===== src/hw/rtl/ltgf_pkg.sv =====
package ltgf_pkg;

  // Pattern storage and name length limits
  localparam int PatMax   = 16;
  localparam int PosW     = PatMax + 1;
  localparam int LenW     = $clog2(PatMax + 1);
  localparam int LenRegW  = 5;
  localparam int LenLimit = 255;
  localparam int CntW     = $clog2(LenLimit + 1);
  localparam int NameW    = 8;
  localparam int CharW    = 8;
  localparam int RegW     = 64;

  // Command queue between front and back
  localparam int QDepth = 2;

  // Configuration register indexes (byte address bits [4:3])
  localparam int AddrW  = 5;
  localparam int RegIdxW = 2;
  localparam logic [RegIdxW-1:0] RegCharsLow  = 2'd0;
  localparam logic [RegIdxW-1:0] RegCharsHigh = 2'd1;
  localparam logic [RegIdxW-1:0] RegLength    = 2'd2;

  // Character codes
  localparam logic [CharW-1:0] CharStar   = 8'h2A;
  localparam logic [CharW-1:0] CharQuest  = 8'h3F;
  localparam logic [CharW-1:0] CharBslash = 8'h5C;
  localparam logic [CharW-1:0] CharSpace  = 8'h20;
  localparam logic [CharW-1:0] CharSlash  = 8'h2F;
  localparam logic [CharW-1:0] CharUpA    = 8'h41;
  localparam logic [CharW-1:0] CharUpZ    = 8'h5A;
  localparam logic [CharW-1:0] CaseDelta  = 8'h20;

  typedef logic [PatMax-1:0][CharW-1:0] pat_chars_t;

  // One classified command from the front: append a character, close the name, or both
  typedef struct packed {
    logic             append;
    logic             close;
    logic [CharW-1:0] ch;
  } cmd_t;

  function automatic logic [CharW-1:0] fold(input logic [CharW-1:0] c);
    logic [CharW-1:0] r;
    r = c;
    if (c >= CharUpA && c <= CharUpZ) begin
      r = c + CaseDelta;
    end
    return r;
  endfunction

endpackage


===== src/hw/rtl/ltgf_front.sv =====
module ltgf_front (
  input  logic                      clk,
  input  logic                      rst,
  input  logic                      text_valid,
  output logic                      text_ready,
  input  logic [ltgf_pkg::CharW-1:0] text_byte,
  input  logic                      final_byte,
  input  logic                      queue_full,
  output logic                      cmd_push,
  output ltgf_pkg::cmd_t            cmd
);
  import ltgf_pkg::*;

  logic escape_pending;
  logic escape_pending_next;
  logic accept;

  assign text_ready = !queue_full;
  assign accept     = text_valid && text_ready;

  // Classify the byte; a lone backslash produces no command unless it is final
  always_comb begin
    cmd.ch     = text_byte;
    cmd.append = 1'b0;
    cmd.close  = final_byte;
    if (escape_pending) begin
      cmd.append = 1'b1;
    end else if (text_byte == CharBslash) begin
      cmd.append = 1'b0;
    end else if (text_byte == CharSpace) begin
      cmd.close = 1'b1;
    end else begin
      cmd.append = 1'b1;
    end
  end

  assign cmd_push = accept && (cmd.append || cmd.close);

  always_comb begin
    escape_pending_next = escape_pending;
    if (accept) begin
      if (final_byte || escape_pending) begin
        escape_pending_next = 1'b0;
      end else begin
        escape_pending_next = (text_byte == CharBslash);
      end
    end
  end

  always_ff @(posedge clk) begin
    if (rst) begin
      escape_pending <= 1'b0;
    end else begin
      escape_pending <= escape_pending_next;
    end
  end

endmodule


===== src/hw/rtl/ltgf_queue.sv =====
module ltgf_queue (
  input  logic           clk,
  input  logic           rst,
  input  logic           push,
  input  ltgf_pkg::cmd_t push_data,
  output logic           full,
  input  logic           pop,
  output logic           pop_valid,
  output ltgf_pkg::cmd_t pop_data
);
  import ltgf_pkg::*;

  localparam int PtrW = (QDepth > 1) ? $clog2(QDepth) : 1;
  localparam int QCntW = $clog2(QDepth + 1);

  cmd_t             slots [QDepth];
  logic [PtrW-1:0]  wr_ptr;
  logic [PtrW-1:0]  rd_ptr;
  logic [QCntW-1:0] count;

  assign full      = (count == QCntW'(QDepth));
  assign pop_valid = (count != '0);
  assign pop_data  = slots[rd_ptr];

  always_ff @(posedge clk) begin
    if (push) begin
      slots[wr_ptr] <= push_data;
    end
  end

  always_ff @(posedge clk) begin
    if (rst) begin
      wr_ptr <= '0;
      rd_ptr <= '0;
      count  <= '0;
    end else begin
      if (push) begin
        wr_ptr <= (wr_ptr == PtrW'(QDepth - 1)) ? '0 : wr_ptr + PtrW'(1);
      end
      if (pop) begin
        rd_ptr <= (rd_ptr == PtrW'(QDepth - 1)) ? '0 : rd_ptr + PtrW'(1);
      end
      if (push && !pop) begin
        count <= count + QCntW'(1);
      end else if (pop && !push) begin
        count <= count - QCntW'(1);
      end
    end
  end

endmodule


===== src/hw/rtl/ltgf_back.sv =====
module ltgf_back (
  input  logic                          clk,
  input  logic                          rst,
  input  ltgf_pkg::pat_chars_t          pat_chars,
  input  logic [ltgf_pkg::LenRegW-1:0]  pat_len,
  input  logic                          cmd_valid,
  input  ltgf_pkg::cmd_t                cmd,
  output logic                          cmd_pop,
  output logic                          result_valid,
  input  logic                          result_ready,
  output logic                          selected,
  output logic                          pattern_hit,
  output logic                          is_directory,
  output logic [ltgf_pkg::NameW-1:0]    name_length
);
  import ltgf_pkg::*;

  // Star closure: position j is live if some live i <= j is followed only by stars up to j
  function automatic logic [PosW-1:0] close_stars(input logic [PosW-1:0] act,
                                                  input logic [PatMax-1:0] star);
    logic [PosW-1:0] res;
    logic            run;
    for (int j = 0; j < PosW; j++) begin
      res[j] = act[j];
      run    = 1'b1;
      for (int i = j - 1; i >= 0; i--) begin
        run    = run & star[i];
        res[j] = res[j] | (act[i] & run);
      end
    end
    return res;
  endfunction

  logic [PosW-1:0]   active;
  logic              inside_name;
  logic              last_was_slash;
  logic [CntW-1:0]   length_count;

  logic [LenW-1:0]   eff_len;
  logic [PatMax-1:0] in_pat;
  logic [PatMax-1:0] star;
  logic [PosW-1:0]   cur;
  logic [PosW-1:0]   stepped;
  logic [PosW-1:0]   after;
  logic [PosW-1:0]   after_closed;
  logic              inside_after;
  logic              slash_after;
  logic [CntW-1:0]   len_after;
  logic              hit;
  logic              emit;
  logic              out_free;

  always_comb begin
    if (int'(pat_len) > PatMax) begin
      eff_len = LenW'(PatMax);
    end else begin
      eff_len = LenW'(pat_len);
    end
    for (int i = 0; i < PatMax; i++) begin
      in_pat[i] = (int'(eff_len) > i);
      star[i]   = in_pat[i] && (pat_chars[i] == CharStar);
    end
  end

  // Advance the position set by one character
  always_comb begin
    cur     = close_stars(active, star);
    stepped = '0;
    for (int i = 0; i < PatMax; i++) begin
      if (cur[i] && in_pat[i]) begin
        if (star[i]) begin
          stepped[i] = 1'b1;
        end else if (pat_chars[i] == CharQuest || fold(pat_chars[i]) == fold(cmd.ch)) begin
          stepped[i+1] = 1'b1;
        end
      end
    end
  end

  always_comb begin
    after        = cmd.append ? stepped : active;
    after_closed = close_stars(after, star);
    hit          = after_closed[eff_len];
    inside_after = cmd.append || inside_name;
    slash_after  = cmd.append ? (cmd.ch == CharSlash) : last_was_slash;
    len_after    = length_count;
    if (cmd.append && length_count < CntW'(LenLimit)) begin
      len_after = length_count + CntW'(1);
    end
  end

  assign emit     = cmd.close && inside_after;
  assign out_free = !result_valid || result_ready;
  assign cmd_pop  = cmd_valid && (!emit || out_free);

  always_ff @(posedge clk) begin
    if (rst) begin
      active         <= PosW'(1);
      inside_name    <= 1'b0;
      last_was_slash <= 1'b0;
      length_count   <= '0;
    end else if (cmd_pop) begin
      if (cmd.close) begin
        active         <= PosW'(1);
        inside_name    <= 1'b0;
        last_was_slash <= 1'b0;
        length_count   <= '0;
      end else begin
        active         <= after;
        inside_name    <= inside_after;
        last_was_slash <= slash_after;
        length_count   <= len_after;
      end
    end
  end

  always_ff @(posedge clk) begin
    if (rst) begin
      result_valid <= 1'b0;
    end else if (cmd_pop && emit) begin
      result_valid <= 1'b1;
    end else if (result_ready) begin
      result_valid <= 1'b0;
    end
  end

  always_ff @(posedge clk) begin
    if (cmd_pop && emit) begin
      selected     <= hit && !slash_after;
      pattern_hit  <= hit;
      is_directory <= slash_after;
      name_length  <= NameW'(len_after);
    end
  end

endmodule


===== src/hw/rtl/listing_token_glob_filter.sv =====
// Listing name filter with case-insensitive wildcard match.
// A name's result is registered when its closing byte leaves the queue; a byte taken
// from the stream is first written into the queue on its way to the back stage.
// Throughput: one text byte per cycle while the queue is not full; the position-set update
// and its star closure are combinational logic in the back stage. Reset (rst, synchronous) clears the
// pattern registers, the escape flag, the queue, the name state and result_valid.
module listing_token_glob_filter (
  input  logic                          clk,
  input  logic                          rst,
  // listing byte stream
  input  logic                          text_valid,
  output logic                          text_ready,
  input  logic [ltgf_pkg::CharW-1:0]    text_byte,
  input  logic                          final_byte,
  // one transaction per completed name
  output logic                          result_valid,
  input  logic                          result_ready,
  output logic                          selected,
  output logic                          pattern_hit,
  output logic                          is_directory,
  output logic [ltgf_pkg::NameW-1:0]    name_length,
  // configuration port
  input  logic                          psel,
  input  logic                          penable,
  input  logic                          pwrite,
  input  logic [ltgf_pkg::AddrW-1:0]    paddr,
  input  logic [ltgf_pkg::RegW-1:0]     pwdata,
  output logic [ltgf_pkg::RegW-1:0]     prdata,
  output logic                          pready
);
  import ltgf_pkg::*;

  logic [RegW-1:0]    pattern_chars_low;
  logic [RegW-1:0]    pattern_chars_high;
  logic [LenRegW-1:0] pattern_length;
  logic [RegIdxW-1:0] reg_idx;
  logic               cfg_write;
  pat_chars_t         pat_chars;

  cmd_t front_cmd;
  cmd_t back_cmd;
  logic cmd_push;
  logic cmd_pop;
  logic queue_full;
  logic cmd_valid;

  // Registers sit at 8-byte strides; low address bits are ignored
  assign pready    = 1'b1;
  assign reg_idx   = paddr[AddrW-1:AddrW-RegIdxW];
  assign cfg_write = psel && penable && pwrite && pready;

  always_ff @(posedge clk) begin
    if (rst) begin
      pattern_chars_low  <= '0;
      pattern_chars_high <= '0;
      pattern_length     <= '0;
    end else if (cfg_write) begin
      case (reg_idx)
        RegCharsLow:  pattern_chars_low  <= pwdata;
        RegCharsHigh: pattern_chars_high <= pwdata;
        RegLength:    pattern_length     <= pwdata[LenRegW-1:0];
        default:      ;
      endcase
    end
  end

  always_comb begin
    case (reg_idx)
      RegCharsLow:  prdata = pattern_chars_low;
      RegCharsHigh: prdata = pattern_chars_high;
      RegLength:    prdata = RegW'(pattern_length);
      default:      prdata = '0;
    endcase
  end

  // Unpack pattern bytes, first character in the low byte; slots past the registers read zero
  always_comb begin
    for (int i = 0; i < PatMax; i++) begin
      if (i < 8) begin
        pat_chars[i] = pattern_chars_low[8*(i%8) +: CharW];
      end else if (i < 16) begin
        pat_chars[i] = pattern_chars_high[8*(i%8) +: CharW];
      end else begin
        pat_chars[i] = '0;
      end
    end
  end

  // Front: strip escapes, turn bytes into append/close commands
  ltgf_front u_front (
    .clk        (clk),
    .rst        (rst),
    .text_valid (text_valid),
    .text_ready (text_ready),
    .text_byte  (text_byte),
    .final_byte (final_byte),
    .queue_full (queue_full),
    .cmd_push   (cmd_push),
    .cmd        (front_cmd)
  );

  // Decouple the front from result backpressure
  ltgf_queue u_queue (
    .clk       (clk),
    .rst       (rst),
    .push      (cmd_push),
    .push_data (front_cmd),
    .full      (queue_full),
    .pop       (cmd_pop),
    .pop_valid (cmd_valid),
    .pop_data  (back_cmd)
  );

  // Back: advance the active-position set, count length, register the result
  ltgf_back u_back (
    .clk          (clk),
    .rst          (rst),
    .pat_chars    (pat_chars),
    .pat_len      (pattern_length),
    .cmd_valid    (cmd_valid),
    .cmd          (back_cmd),
    .cmd_pop      (cmd_pop),
    .result_valid (result_valid),
    .result_ready (result_ready),
    .selected     (selected),
    .pattern_hit  (pattern_hit),
    .is_directory (is_directory),
    .name_length  (name_length)
  );

endmodule


===== config.mk =====
export PLATFORM = sky130hd
export DESIGN_NAME = listing_token_glob_filter
export DESIGN_NICKNAME = d
export VERILOG_FILES = /design/src/hw/rtl/ltgf_pkg.sv /design/src/hw/rtl/ltgf_front.sv /design/src/hw/rtl/ltgf_queue.sv /design/src/hw/rtl/ltgf_back.sv /design/src/hw/rtl/listing_token_glob_filter.sv
export SDC_FILE = /design/constraint.sdc
export NUM_CORES = 1
export LEC_CHECK = 0
export BUFFER_PORTS_ARGS = -buffer_cell sky130_fd_sc_hd__buf_2
export CAP_MARGIN = 20
export CORE_ASPECT_RATIO = 0.6
export CORE_MARGIN = 8
export CORE_UTILIZATION = 30
export DETAILED_ROUTE_END_ITERATION = 12
export SYNTH_ARGS = -nofsm -noshare
export SYNTH_HDL_FRONTEND = slang
export SYNTH_HIERARCHICAL = 1
export SYNTH_SLANG_ARGS = --single-unit

===== constraint.sdc =====
create_clock -name clk -period 5.9 [get_ports clk]
set_input_delay 1.18 -clock clk [delete_from_list [all_inputs] [get_ports clk]]
set_output_delay 1.18 -clock clk [all_outputs]
set_load 0.02 [all_outputs]

==> impl_summary.log <==
[metrics] part of the Yosys area used for sequential elements: 28.91%
[metrics] vias in the first global route: 13690
[metrics] Port-buffer cells: 158
[metrics] Die Area: 0.05687 mm^2
[metrics] clock latency on the worst-skew pair: 0.46 ns
[metrics] area share of the largest cell type after synthesis: 22.62%
[metrics] maximum buffer depth of the clock tree: 2
[metrics] synthesis-to-finish area growth: 13.80%
[metrics] fin. max-slew vios: 0
[metrics] clk root buf: clkbuf_16
[metrics] RSZ-0062 raised after global routing: no
[metrics] outcome: complete, no violations
[metrics] Worst Skew: 0.01015 ns
[metrics] final number of hold-violating endpoints: 0
[metrics] worst hold slack: 0.5021 ns
[metrics] Core Box Area: 0.04903 mm^2
[metrics] cts hold-fix bufs: 0
[metrics] Netlist cell types: 100
[metrics] net count after synthesis: 1858
[metrics] final net count: 1980
[metrics] number of synthesized flops with an enable pin: 31
[metrics] endpoints failing setup: 0
[metrics] post-detailed-placement half-perimeter wirelength: 40980 um
[metrics] synthesized instance count: 1754
[metrics] worst setup path class: flip-flop to flip-flop
[metrics] number of CTS-inserted buffers: 17
[metrics] fill cell total of the finished layout: 5142
[metrics] largest vdd supply drop: 0.0001568 V
[metrics] hold_sp: u_queue/count[1]
[metrics] Remaining DRCs: 0
[metrics] worst min-delay path endpoint: u_queue/count[1]
[metrics] iteration-0 DRC count of the detailed router: 1304
[metrics] leading cell types by total area after synthesis: dfxtp_1 23%, mux2i_1 14%, nand2b_1 8.8%
[metrics] synthesis warning total: 6
[metrics] period utilisation layout: 88.99%
[metrics] critical path launch point type: flip-flop
[metrics] TNS Setup: 0 ns
[metrics] GRT Overall Usage: 18.53%
[metrics] Final Critical Period: 5.250 ns
[metrics] multiplexer fraction of the synthesized cell area: 14.95%
[metrics] antenna diode count: 0
[metrics] via count: 14140
[metrics] Highest Clock Rate: 190.5 MHz
[metrics] hold path depth: 2
[metrics] drt first pass iters: 6
[metrics] routed via count divided by cell count: 5.569
[metrics] worst min-delay path category: flip-flop to flip-flop
[metrics] Site Rows: 63
[metrics] final routed wirelength across all metal layers: 54320 um
[metrics] library cell with the largest summed area after synthesis: dfxtp_1
[metrics] io pins: 163
[metrics] number of antenna violations at the first check in global routing: 0
[metrics] CP Max Fanout: 15
[metrics] pin count of the biggest net entering global routing: 103
[metrics] #FFs+latches synth: 198
[metrics] largest family of logic cells by synthesized area: simple AND/OR/NAND/NOR gates
[metrics] post-synthesis adder-cell area fraction: 1.608%
[metrics] number of maximum-capacitance violations: 0
[metrics] Synth Area in Compound Gates: 15.40%
[metrics] syn avg cell area: 8.428 um^2
[metrics] required time of the worst setup path: 6.10 ns
[metrics] synthesized cell area: 0.01478 mm^2
[metrics] post-detailed-route wirelength per cell: 21.40 um
[metrics] wire length of the first global-routing pass: 82840 um
[metrics] type of destination of the critical path: flip-flop
[metrics] post-CTS sizing: 0
[metrics] H-tree levels: 4
[metrics] total grt overflow: 0
[metrics] reported leakage power: 6.509 nW
[metrics] RR Endpoint: u_back/selected
[metrics] most frequent standard cell in the layout excluding fill and tap cells: nand2b_1
[metrics] total power density per cell area: 239.8 mW/mm^2
[metrics] last weighted congestion value of the routability-driven placer: 0.9853
[metrics] main flop type after synthesis: dfxtp_1
[metrics] clock slew seen by the registers of the worst setup and hold paths: 0.08 ns
[metrics] overall power of the completed layout: 4.034 mW
[metrics] number of sinks handled by clock tree synthesis: 198
[metrics] most frequent cells in the layout: 208 x nand2b_1, 205 x mux2i_1, 189 x nor2_1
[metrics] share of the synthesized netlist area taken by xor and xnor gates: 7.702%
[metrics] FF-to-FF setup slack: 0.65 ns
[metrics] DIE HEIGHT: 187.9 um
[metrics] number of buffers inserted to repair setup after CTS: 0
[metrics] cells on worst reg2reg path: 14
[metrics] Die Width: 302.6 um
[metrics] area fraction in and, or, nand and nor cells after synthesis: 26.86%
[metrics] arrival time at the worst endpoint: 5.45 ns
[metrics] transition at the pin with the smallest max-transition slack: 1.101 ns
[metrics] fraction of layout instances using a drive strength above 1: 15.25%
[metrics] number of nets with antenna violations after routing: 0
[metrics] CTS tree: built
[metrics] initial standard-cell utilization of the core: 30.15%
[metrics] share of async-settable or async-resettable flops after synthesis: 0%
[metrics] max_slew headroom: 26.59%
cell families after synthesis:
group | count (synthesis)
flops | 198
xor+xnor | 130
buf+inv | 135
compound gates | 320
simple gates | 732
fa+ha+maj | 19
mux | 219
other cells | 1
stage by stage:
stage               setup WS [ns]  cells  utilization, %  cell area (um^2)
floorplan                   1.810   1754               -             14780
global placement           0.7693   2506           33.06             16210
detailed placement         0.7554   2507           33.11             16240
CTS                        0.7387   2539           34.31             16820
global route               0.4261   2539           34.31             16820
finish                     0.6497   2539           34.31             16820
sequential cells by signal, summed over array words and instances (netlist names), 2 cells and up, named ones only:
register             count
pattern_chars_low       64
u_back/length_count      8
u_back/active           17
u_queue/slots           20
pattern_chars_high      64
u_back/name_length       8
u_queue/count            2
pattern_length           5
cell type report:
type | count | area [um^2] | area share (%)
Timing Repair Buffer | 203 | 1166 | 6.931
Clock inverter | 15 | 162.7 | 0.9668
Sequential cell | 198 | 4274 | 25.41
Multi-Input combinational cell | 1421 | 9851 | 58.55
Tap cell | 650 | 813.3 | 4.834
Inverter | 35 | 131.4 | 0.7809
Clock buffer | 17 | 425.4 | 2.529
how the worst max path moves through the flow:
stage              start              end  slack, ns  cells after the start
5_1_grt        flip-flop  u_back/selected       0.43                     13
2_1_floorplan  flip-flop  u_back/selected       1.81                     18
3_5_place_dp   flip-flop  u_back/selected       0.76                     14
6_report       flip-flop  u_back/selected       0.65                     14
3_3_place_gp   flip-flop  u_back/selected       0.77                     14
4_1_cts        flip-flop  u_back/selected       0.74                     14
report_power, final:
part	switching [mW]	total, mW	internal [mW]
Sequential	0.0649	1.52	1.46
Clock	0.610	1.21	0.602
Combinational	0.824	1.30	0.475
Total	1.50	4.03	2.54
synthesized netlist by cell type, types with 34 or more instances:
cell type / count
nand3_1: 48
nand2_1: 77
nor3_1: 54
xnor2_1: 72
clkbuf_1: 46
mux2i_1: 205
nor2_1: 190
o21ai_0: 37
nand2b_1: 208
a21oi_1: 56
dfxtp_1: 167
inv_1: 34
xor2_1: 58
critical path, cell delays in order, from the launching register on:
cell and delay (ns):
dfxtp_1 0.61, mux2_2 0.55, or4_4 0.55, o221a_4 0.31, a21o_1 0.56, xnor2_1 0.34, nor4_1 0.08, a21oi_1 0.32
o22ai_1 0.26, a21oi_2 0.28, o21ai_1 0.09, a311oi_1 0.38, o221ai_1 0.18, o2111ai_1 0.35, a21oi_1 0.11
metal layers:
metal / track usage [%] / vias to the layer above / part of all wire (%)
met5: 0 / - / 0
met4: 3.638 / 0 / 1.4
met3: 3.662 / 59 / 7.9
met2: 27.50 / 638 / 42
met1: 27.45 / 6838 / 49
li1: - / 6605 / -
Power figures use the tool's default switching activity.
